File: src/sv/fbsa_pkg.sv
// Shared types and constants of the fee band space allocator.
// No dependencies.
`timescale 1ns / 1ps

package fbsa_pkg;

  localparam int unsigned NumBands = 4;
  localparam int unsigned BandW    = 2;
  localparam int unsigned RoomW    = 24;
  localparam int unsigned FeeW     = 42;
  localparam int unsigned FloorW   = 32;
  localparam int unsigned FeeShift = 10;  // floors compare after x1024
  localparam int unsigned CfgIdxW  = 3;
  localparam int unsigned CfgDataW = 32;

  localparam logic [BandW-1:0] BandTop       = BandW'(NumBands - 1);
  localparam logic [RoomW-1:0] BlockSpaceRst = 24'd1048576;

  typedef enum logic [CfgIdxW-1:0] {
    REG_BANDS_EN    = 3'd0,
    REG_BLOCK_SPACE = 3'd1,
    REG_FLOOR1      = 3'd2,
    REG_FLOOR2      = 3'd3,
    REG_FLOOR3      = 3'd4
  } cfg_reg_e;

  typedef enum logic [2:0] {
    ST_IDLE,
    ST_SCAN,
    ST_FIT,
    ST_EXCESS,
    ST_SPILL,
    ST_DONE
  } state_e;

  typedef enum logic [1:0] {
    ALU_FEE_CMP,  // fee - floor*1024
    ALU_FIT,      // room - size
    ALU_EXCESS,   // size - room
    ALU_SPILL     // room - excess
  } alu_op_e;

  typedef struct packed {
    logic             first_of_block;
    logic [FeeW-1:0]  item_fee_ratio;
    logic [RoomW-1:0] item_size;
  } in_item_t;

  typedef struct packed {
    logic             accepted;
    logic [BandW-1:0] band_index;
  } out_item_t;

  typedef struct packed {
    logic             borrow;
    logic [RoomW-1:0] diff;
  } alu_res_t;

endpackage

File: src/sv/fbsa_alu.sv
// Shared subtract/compare unit of the fee band space allocator.
// Depends on fbsa_pkg.
`timescale 1ns / 1ps

module fbsa_alu
  import fbsa_pkg::*;
(
  input  alu_op_e           op_i,
  input  logic [FeeW-1:0]   fee_i,
  input  logic [FloorW-1:0] floor_i,
  input  logic [RoomW-1:0]  room_i,
  input  logic [RoomW-1:0]  size_i,
  input  logic [RoomW-1:0]  excess_i,
  output alu_res_t          res_o
);

  logic [FeeW-1:0] opa, opb;
  logic [FeeW:0]   sub;

  always_comb begin
    unique case (op_i)
      ALU_FEE_CMP: begin
        opa = fee_i;
        opb = {floor_i, FeeShift'(0)};
      end
      ALU_FIT: begin
        opa = FeeW'(room_i);
        opb = FeeW'(size_i);
      end
      ALU_EXCESS: begin
        opa = FeeW'(size_i);
        opb = FeeW'(room_i);
      end
      ALU_SPILL: begin
        opa = FeeW'(room_i);
        opb = FeeW'(excess_i);
      end
      default: begin
        opa = '0;
        opb = '0;
      end
    endcase
  end

  assign sub          = {1'b0, opa} - {1'b0, opb};
  assign res_o.borrow = sub[FeeW];
  assign res_o.diff   = sub[RoomW-1:0];

endmodule

File: src/sv/fee_band_space_allocator_unit.sv
// Top level of the fee band space allocator: config registers, band rooms,
// sequencer and output register. Depends on fbsa_pkg and fbsa_alu.
`timescale 1ns / 1ps

// Fee band space allocator. Candidate items of one block arrive in order;
// an item with first_of_block set splits block_space into four bands
// (band i gets ((i+1)*S)/4 - (i*S)/4 units) and moves the band pointer to
// the top band. The pointer then steps down, one band per cycle, while the
// band is empty or the fee ratio is below that band's floor x1024; the item
// is placed there and any excess spills into the band below (clamped at
// zero). An item that does not fit in band 0 is rejected. With bands
// disabled each item is accepted at band 0 and the rooms are untouched, but
// first_of_block still re-splits them. One transaction at a time: an item
// goes from accept through scan (one band compare per cycle through the
// shared subtractor), fit, and excess and spill when it spills, to done,
// which loads the output register; with bands disabled it goes from accept
// straight to done. in_stall_o is high from accept until the result is
// loaded. The output register lets the next transaction start while a
// result waits downstream; the load waits only if that register is occupied.
// Configuration is written through a plain write port and should only be
// changed while the block is idle. A new block_space takes effect at the
// next first_of_block.

module fee_band_space_allocator_unit
  import fbsa_pkg::*;
(
  input  logic                clk_i,
  input  logic                rst_ni,
  // configuration
  input  logic                cfg_we_i,
  input  logic [CfgIdxW-1:0]  cfg_idx_i,
  input  logic [CfgDataW-1:0] cfg_wdata_i,
  // candidate items
  input  logic                in_valid_i,
  output logic                in_stall_o,
  input  in_item_t            in_data_i,
  // results
  output logic                out_valid_o,
  input  logic                out_stall_i,
  output out_item_t           out_data_o
);

  // band room of one band after a block restart
  function automatic logic [RoomW-1:0] band_init(logic [RoomW-1:0] space,
                                                 logic [BandW-1:0] band);
    logic [1:0] rem;
    logic       extra;
    rem = space[1:0];
    unique case (band)
      2'd0:    extra = 1'b0;
      2'd1:    extra = rem[1];
      2'd2:    extra = (rem == 2'd3);
      default: extra = (rem != 2'd0);
    endcase
    return RoomW'(space[RoomW-1:2]) + RoomW'(extra);
  endfunction

  // ---------------- configuration registers
  logic              bands_en_q;
  logic [RoomW-1:0]  block_space_q;
  logic [FloorW-1:0] floor1_q, floor2_q, floor3_q;

  always_ff @(posedge clk_i or negedge rst_ni) begin
    if (!rst_ni) begin
      bands_en_q    <= 1'b1;
      block_space_q <= BlockSpaceRst;
      floor1_q      <= '0;
      floor2_q      <= '0;
      floor3_q      <= '0;
    end else if (cfg_we_i) begin
      unique case (cfg_reg_e'(cfg_idx_i))
        REG_BANDS_EN:    bands_en_q    <= cfg_wdata_i[0];
        REG_BLOCK_SPACE: block_space_q <= cfg_wdata_i[RoomW-1:0];
        REG_FLOOR1:      floor1_q      <= cfg_wdata_i[FloorW-1:0];
        REG_FLOOR2:      floor2_q      <= cfg_wdata_i[FloorW-1:0];
        REG_FLOOR3:      floor3_q      <= cfg_wdata_i[FloorW-1:0];
        default: ;  // unmapped index, write dropped
      endcase
    end
  end

  // ---------------- sequencer state and datapath registers
  state_e            state_q, state_d;
  logic [BandW-1:0]  band_q, band_d;       // current band pointer
  logic [BandW-1:0]  res_band_q, res_band_d;
  logic              acc_q, acc_d;
  logic [RoomW-1:0]  excess_q, excess_d;
  logic [FeeW-1:0]   fee_q;
  logic [RoomW-1:0]  size_q;
  logic [RoomW-1:0]  room_q [NumBands];

  logic              in_acc;
  logic              restart;
  logic              out_free;
  logic              out_load;
  logic              room_we;
  logic [BandW-1:0]  room_wa;
  logic [RoomW-1:0]  room_wd;
  logic [BandW-1:0]  room_ra;
  logic [RoomW-1:0]  room_rd;
  logic [FloorW-1:0] floor_sel;
  alu_op_e           alu_op;
  alu_res_t          alu_res;

  logic              out_valid_q;
  out_item_t         out_data_q;

  assign in_stall_o = (state_q != ST_IDLE);
  assign in_acc     = in_valid_i && !in_stall_o;
  assign restart    = in_acc && in_data_i.first_of_block;
  assign out_free   = !out_valid_q || !out_stall_i;

  // single room read port: the band below during a spill, else the current
  assign room_ra = (state_q == ST_SPILL) ? band_q - BandW'(1) : band_q;
  assign room_rd = room_q[room_ra];

  always_comb begin
    unique case (band_q)
      2'd1:    floor_sel = floor1_q;
      2'd2:    floor_sel = floor2_q;
      2'd3:    floor_sel = floor3_q;
      default: floor_sel = '0;  // band 0 has no floor
    endcase
  end

  fbsa_alu u_alu (
    .op_i     (alu_op),
    .fee_i    (fee_q),
    .floor_i  (floor_sel),
    .room_i   (room_rd),
    .size_i   (size_q),
    .excess_i (excess_q),
    .res_o    (alu_res)
  );

  always_comb begin
    state_d    = state_q;
    band_d     = band_q;
    res_band_d = res_band_q;
    acc_d      = acc_q;
    excess_d   = excess_q;
    room_we    = 1'b0;
    room_wa    = band_q;
    room_wd    = alu_res.diff;
    alu_op     = ALU_FEE_CMP;
    out_load   = 1'b0;

    unique case (state_q)
      ST_IDLE: begin
        if (in_acc) begin
          if (in_data_i.first_of_block) begin
            band_d = BandTop;
          end
          if (!bands_en_q) begin
            acc_d      = 1'b1;
            res_band_d = '0;
            state_d    = ST_DONE;
          end else begin
            state_d = ST_SCAN;
          end
        end
      end
      ST_SCAN: begin
        // step down on an empty band or a fee under the band floor
        alu_op = ALU_FEE_CMP;
        if (band_q != '0 && (room_rd == '0 || alu_res.borrow)) begin
          band_d = band_q - BandW'(1);
        end else begin
          state_d = ST_FIT;
        end
      end
      ST_FIT: begin
        alu_op = ALU_FIT;
        if (!alu_res.borrow) begin
          room_we    = 1'b1;
          acc_d      = 1'b1;
          res_band_d = band_q;
          state_d    = ST_DONE;
        end else if (band_q == '0) begin
          acc_d      = 1'b0;  // no room in the lowest band
          res_band_d = '0;
          state_d    = ST_DONE;
        end else begin
          state_d = ST_EXCESS;
        end
      end
      ST_EXCESS: begin
        alu_op   = ALU_EXCESS;
        excess_d = alu_res.diff;
        room_we  = 1'b1;
        room_wd  = '0;
        state_d  = ST_SPILL;
      end
      ST_SPILL: begin
        alu_op     = ALU_SPILL;
        room_we    = 1'b1;
        room_wa    = band_q - BandW'(1);
        room_wd    = alu_res.borrow ? '0 : alu_res.diff;
        acc_d      = 1'b1;
        res_band_d = band_q;
        state_d    = ST_DONE;
      end
      ST_DONE: begin
        if (out_free) begin
          out_load = 1'b1;
          state_d  = ST_IDLE;
        end
      end
      default: state_d = ST_IDLE;
    endcase
  end

  always_ff @(posedge clk_i or negedge rst_ni) begin
    if (!rst_ni) begin
      state_q     <= ST_IDLE;
      band_q      <= BandTop;
      out_valid_q <= 1'b0;
      for (int i = 0; i < NumBands; i++) begin
        room_q[i] <= '0;
      end
    end else begin
      state_q <= state_d;
      band_q  <= band_d;
      if (restart) begin
        for (int i = 0; i < NumBands; i++) begin
          room_q[i] <= band_init(block_space_q, BandW'(i));
        end
      end else if (room_we) begin
        room_q[room_wa] <= room_wd;
      end
      if (out_load) begin
        out_valid_q <= 1'b1;
      end else if (!out_stall_i) begin
        out_valid_q <= 1'b0;
      end
    end
  end

  // payload registers, no reset
  always_ff @(posedge clk_i) begin
    res_band_q <= res_band_d;
    acc_q      <= acc_d;
    excess_q   <= excess_d;
    if (in_acc) begin
      fee_q  <= in_data_i.item_fee_ratio;
      size_q <= in_data_i.item_size;
    end
    if (out_load) begin
      out_data_q.accepted   <= acc_q;
      out_data_q.band_index <= res_band_q;
    end
  end

  assign out_valid_o = out_valid_q;
  assign out_data_o  = out_data_q;

endmodule

File: config.mk
export PLATFORM = sky130hd
export DESIGN_NAME = fee_band_space_allocator_unit
export DESIGN_NICKNAME = d
export VERILOG_FILES = /design/src/sv/fbsa_pkg.sv /design/src/sv/fbsa_alu.sv /design/src/sv/fee_band_space_allocator_unit.sv
export SDC_FILE = /design/constraint.sdc
export NUM_CORES = 1
export LEC_CHECK = 0
export BUFFER_PORTS_ARGS = -buffer_cell sky130_fd_sc_hd__clkbuf_2
export CORE_MARGIN = 2
export CORE_UTILIZATION = 50
export CTS_CLUSTER_DIAMETER = 40
export DETAILED_ROUTE_END_ITERATION = 16
export PLACE_DENSITY = 0.68
export REMOVE_ABC_BUFFERS = 1
export SLEW_MARGIN = 10
export SYNTH_ARGS = -nofsm -noshare
export SYNTH_HDL_FRONTEND = slang
export SYNTH_HIERARCHICAL = 1
export SYNTH_SLANG_ARGS = --single-unit
File: constraint.sdc
create_clock -name clk_i -period 10 [get_ports clk_i]
set_input_delay 0 -clock clk_i [delete_from_list [all_inputs] [get_ports clk_i]]
set_output_delay 0 -clock clk_i [all_outputs]
set_load 0.05 [all_outputs]
## Word-level counts from Yosys, hierarchy flattened

Index checks and enable logic that the tools add are counted.

| storage, ports and cells | value |
|---|---|
| register bits | 319 |
| latch bits | 0 |
| bits in writable memories | 0 |
| ROM bits | 0 |
| input bits | 107 |
| output and inout port bits | 5 |
| word-level logic and storage cells | 128 |
| memories | 0 |

| cells by class | value |
|---|---|
| $add $sub $neg | 6 |
| multiply operators | 0 |
| div/mod/pow operators | 0 |
| $lt $le $gt $ge | 2 |
| equality and inequality tests | 24 |
| shift-type cells | 0 |
| mux-type cells | 46 |
| bitwise operators | 1 |
| reductions and logical operators | 30 |

Operators by type and width:

| cell | count |
|---|---|
| 96-bit two-way mux | 2 |
| 42-bit one-hot mux with 4 select lines | 1 |
| 42-bit one-hot mux with 3 select lines | 1 |
| 96-bit bitwise mux | 1 |
| 24-bit two-way mux | 4 |
| 32-bit one-hot mux with 3 select lines | 1 |
| 22-bit by 1-bit adder with 23-bit output | 4 |
| 24-bit binary-select mux with 2-bit select | 1 |
| 24-bit demux with 2-bit select | 1 |
| 24-bit one-hot mux with 2 select lines | 1 |
| 42-bit by 42-bit subtractor with 43-bit output | 1 |
| 24-bit zero test | 1 |
| 3-bit two-way mux | 6 |
| 3-bit one-hot mux with 6 select lines | 1 |
| 2-bit two-way mux | 8 |
| 1-bit two-way mux | 13 |
| 3-bit by 2-bit equality test with 1-bit output (second input constant) | 4 |
| 2-bit != test (second input constant) | 6 |
| 2-bit one-hot mux with 3 select lines | 2 |
| 2-bit equality test (second input constant) | 5 |
| 2-bit AND reduction | 5 |
| 3-bit equality test (second input constant) | 3 |
| 4-bit AND reduction | 2 |
| 2-bit nonzero test | 4 |
| other kinds (19) | 31 |

## Longest topological paths before layout

| depth | value |
|---|---|
| depth in word-level cells | 13 |
| depth in mapped cells | 27 |
| gate-level depth less buffers | 21 |

## Hierarchy

The synthesis kept the hierarchy.

Modules (own cells, without submodules):

| module | times used | cells each | area an instance (um2) | sequential area each (um2) |
|---|---|---|---|---|
| fee_band_space_allocator_unit | 1 | 1280 | 14732.9 | 8468.1 |
| fbsa_alu | 1 | 397 | 2951.6 | 0.0 |

## Worst setup path after synthesis

Ideal clock, no wire load.

| timing | value |
|---|---|
| path type | register to register |
| start | register state_q[0] |
| end | register room_q[22] (netlist name) |
| setup time | 77 ps |
| data arrival time | 6684 ps |
| data required time | 9923 ps |
| setup slack | 3238 ps |
| stages on the path, launching flop included | 10 |
| path buffers | 2 |
| period minus slack after synthesis | 6762 ps |
| cells stage by stage | dfrtp_1 buf_6 nand2b_1 nor3_1 nand2_1 clkbuf_1 nor3_1 nand3_1 o22a_1 a21oi_1 |

| between the ends | value |
|---|---|
| elaborated cells between the ends (all ways) | 35 |
| those cells by class | 1 x add/sub; 2 x order compare; 6 x eq/ne; 16 x mux; 1 x bitwise; 9 x reduce/logical |

RTL lines:

| what | RTL line | text |
|---|---|---|
| start, declared | fee_band_space_allocator_unit.sv:83 | `state_e state_q, state_d;` |
| start signal, assigned | fee_band_space_allocator_unit.sv:222 | `state_q <= state_d;` |
| 3-bit nonzero test (*) | fee_band_space_allocator_unit.sv:108 | `assign in_stall_o = (state_q != ST_IDLE);` |
| 1-bit zero test (*) | fee_band_space_allocator_unit.sv:109 | `assign in_acc = in_valid_i && !in_stall_o;` |
| 1-bit logical AND (*) | fee_band_space_allocator_unit.sv:109 |  |
| named net in_acc | fee_band_space_allocator_unit.sv:92 | `logic in_acc;` |
| 1-bit logical AND (*) | fee_band_space_allocator_unit.sv:110 | `assign restart = in_acc && in_data_i.first_of_block;` |
| 96-bit two-way mux or 2-bit nonzero test (tied branches) | - |  |
| end signal, assigned by index | fee_band_space_allocator_unit.sv:226 | `room_q[i] <= band_init(block_space_q, BandW'(i));` |
| end signal, assigned by index | fee_band_space_allocator_unit.sv:229 | `room_q[room_wa] <= room_wd;` |
| end, declared | fee_band_space_allocator_unit.sv:90 | `logic [RoomW-1:0] room_q [NumBands];` |

The timed path passes the listed nets; every way through them passes the cells marked *. The select of a mux whose other input is x is not followed.
A chain may end at the register's enable or synchronous reset.

==> metrics.md <==
| Metric | Value |
|---|---|
| Status | `finished, final reports clean` |
| Seq/Total Area, Yosys | `between 40% and 50%` |
| Primary FF master, synth | `dfrtp_1` |
| Clk slew on worst S/H paths | `approximately 60 ps` |
| Via/cell ratio | `roughly 6.0` |
| Post-Syn Area | `17680 um2` |
| Synthesized instance count | `1677` |
| Worst Tran Pin Value | `1166 ps` |
| Cts bufs inserted | `46` |
| RSZ-0062 raised after global routing | `false` |
| Fin. Hold Viols | `0` |
| Antenna viol nets, final | `0` |
| CTS root buf | `clkbuf_16` |
| Endpoints failing setup | `0` |
| Final WL | `50300 um` |
| Post_cts resized | `0` |
| Total congestion overflow | `0` |
| Final setup TNS | `0 ps` |
| H-tree depth | `2` |
| Antenna violations before repair | `0` |
| Hold Buf Count CTS | `103` |
| Worst hold path class | `in -> async` |
| Worst Skew | `~24 ps` |
| Layout cells sized above 1 | `between 20% and 30%` |
| Reg-to-reg endpoint | `room_q[30]` |
| Row cnt | `68` |
| Initial drt markers | `around 1.4k` |
| Clk_lat worst skew | `approximately 580 ps` |
| WP data required | `10420 ps` |
| Endpoint class of the critical path | `flop` |
| Avg Cell Area, Syn | `roughly 11 um2` |
| DP Wirelength | `around 33000 um` |
| Yosys warning total | `6` |
| Worst Reg-to-Reg Cells | `20` |
| Post-synth EDFFs | `96` |
| FFs w/ async S/R, synth | `69.91%` |
| Detailed Routing Iterations Pass 1 | `5` |
| Final net count | `roughly 2.0k` |
| Chip width | `about 190 um` |
| Reg-to-reg setup timing slack | `~2900 ps` |
| Post-CTS setup buffer count | `0` |
| WS Path Type | `reg -> reg` |
| Total number of vias | `roughly 14k` |
| Worst Path Max Fanout | `48` |
| Fmax | `140.2 MHz` |
| Port-buffer cells | `approximately 110` |
| Rel. slew slack | `about 22%` |
| Total core area | `34710 um2` |
| Full die area | `about 37000 um2` |
| Final period util | `a little under three quarters` |
| Total GRT Usage | `around 28%` |
| TritonCTS clock tree | `done` |
| Hold_ws | `roughly 24 ps` |
| DRC Markers | `0` |
| Final Critical Period | `a little over 7000 ps` |
| Longest Clk Path Bufs | `3` |
| Gpl congestion | `0.8965` |
| #FFs+latches synth | `between 300 and 400` |
| WP data arrival | `7550 ps` |
| Initial core utilization | `50.94%` |
| Area Growth Syn to Fin | `19.80%` |
| Pin count of the biggest net entering global routing | `97` |
| Final Slew Violations | `0` |
| Clock sinks | `roughly 320` |
| Inserted Diodes | `0` |
| # IOs | `around 110` |
| First-pass GRT wire length | `approximately 79000 um` |
| Crit start category | `flop` |
| Vias in the first global route | `13.93k` |
| Reg2reg start | `state_q[0]` |
| Max cap viols | `0` |
| Netlist cell types | `74` |
| Die height | `roughly 190 um` |
| Wire per inst | `21.60 um` |
| Crit path from | `state_q[0]` |
==> area by class of cell <==
type	instances	area (um2)
timing repair buffer	242	1807
clock inverter	24	279.0
multi-input combinational	1205	8687
inverter	23	86.33
fill	2849	13530
tap	455	569.3
clock buffer	61	1289
sequential	319	8468
==> layout by cell type (no fill, tap or decap), types with 32 or more instances in the layout <==
master and instances:
dlygate4sd3_1 103, xnor2_1 34, xor2_1 45, a21oi_1 87, nor2_1 115, o21ai_0 142, edfxtp_1 96, mux4_2 37
clkbuf_2 110, mux2_2 130, clkbuf_16 47, ha_1 52, dfrtp_1 219, nand2_1 237, a222oi_1 32
==> critical path: stages, from the launching register on <==
cell and delay [ps]:
dfrtp_1 570, nor3b_4 560, ha_2 240, buf_4 520, mux4_2 670, a22oi_1 250
inv_1 90, fa_1 430, nand2b_1 190, a21oi_2 200, o211ai_2 160, a211o_1 420
a21oi_1 170, a31oi_1 270, nor2b_1 270, o22ai_1 340, nand2_1 160, nor2_4 900
nor2b_1 110, a311oi_1 310, a21oi_1 80
==> metrics by stage <==
step                utilization, %  instances  cell area, um2  setup WS (ps)
floorplan                        -       1547           17150          738.9
global placement             53.54       2141           18590           3143
detailed placement           53.54       2141           18590           2970
CTS                          61.03       2329           21190           2934
global route                 61.03       2329           21190           2401
finish                       61.03       2329           21190           2870
==> synth_stat cells (all sizes together) (3+ instances only) <==
cell type  number  area [um2]
o21a            3       22.52
nor4           14       93.84
nor2          117       439.2
clkbuf         93       349.1
nor3           16       80.08
dfstp           4       105.1
and3            5       36.28
mux2i          31       310.3
edfxtp         96        2883
a21oi          91       463.0
nand3          25       125.1
or4             4       30.03
dfrtp         219        5480
a22oi           9       67.56
a31oi           8       50.05
inv            23       86.33
mux2          130        1464
mux4           37       833.3
o21ai         143       719.4
ha             53       663.1
nand2b         10       62.56
nand2         238       893.4
and2           26       165.2
a222oi         32       320.3
nor4b           3       26.28
xnor2          34       297.8
a211oi          7       52.55
a21o           17       128.9
nand4          14       87.58
nor2b          31       193.9
xor2           45       394.1
and4            6       52.55
nand4b          3       26.28
buf            37       186.4
a311oi         17       148.9
==> per-layer routing <==
metal	up-vias	GRT usage (%)	wire length, um
met3	120	6.687	4084
met5	-	0	0
met1	6885	38.43	21570
li1	6420	-	-
met4	0	10.75	1853
met2	521	43.54	22780
==> registers in the layout, summed over array words and instances, names as in the netlist <==
name	flops
room_q	96
fee_q	42
floor1_q	32
floor2_q	32
floor3_q	32
block_space_q	24
excess_q	24
size_q	24
out_data_o	3
state_q	3
band_q	2
res_band_q	2
acc_q	1
bands_en_q	1
out_valid_o	1
==> cell families after synthesis <==
logic type / after synthesis / synth area share [%]
simple gates: 524 / 13.70
xor+xnor: 79 / 3.913
flops: 319 / 47.88
buf+inv: 153 / 3.516
fa+ha+maj: 54 / 3.863
compound gates: 350 / 12.37
mux: 198 / 14.74
==> worst max-delay path by stage <==
stage	endpoint
after CTS	room_q[30]
after global placement	room_q[26]
final	room_q[30]
after global routing	room_q[40]
after floorplan	room_q[26]
after detailed placement	room_q[38]
Power is left out: the tool's default activity adds up to more than one toggle a clock period on the data nets, which glitch-free logic cannot reach.
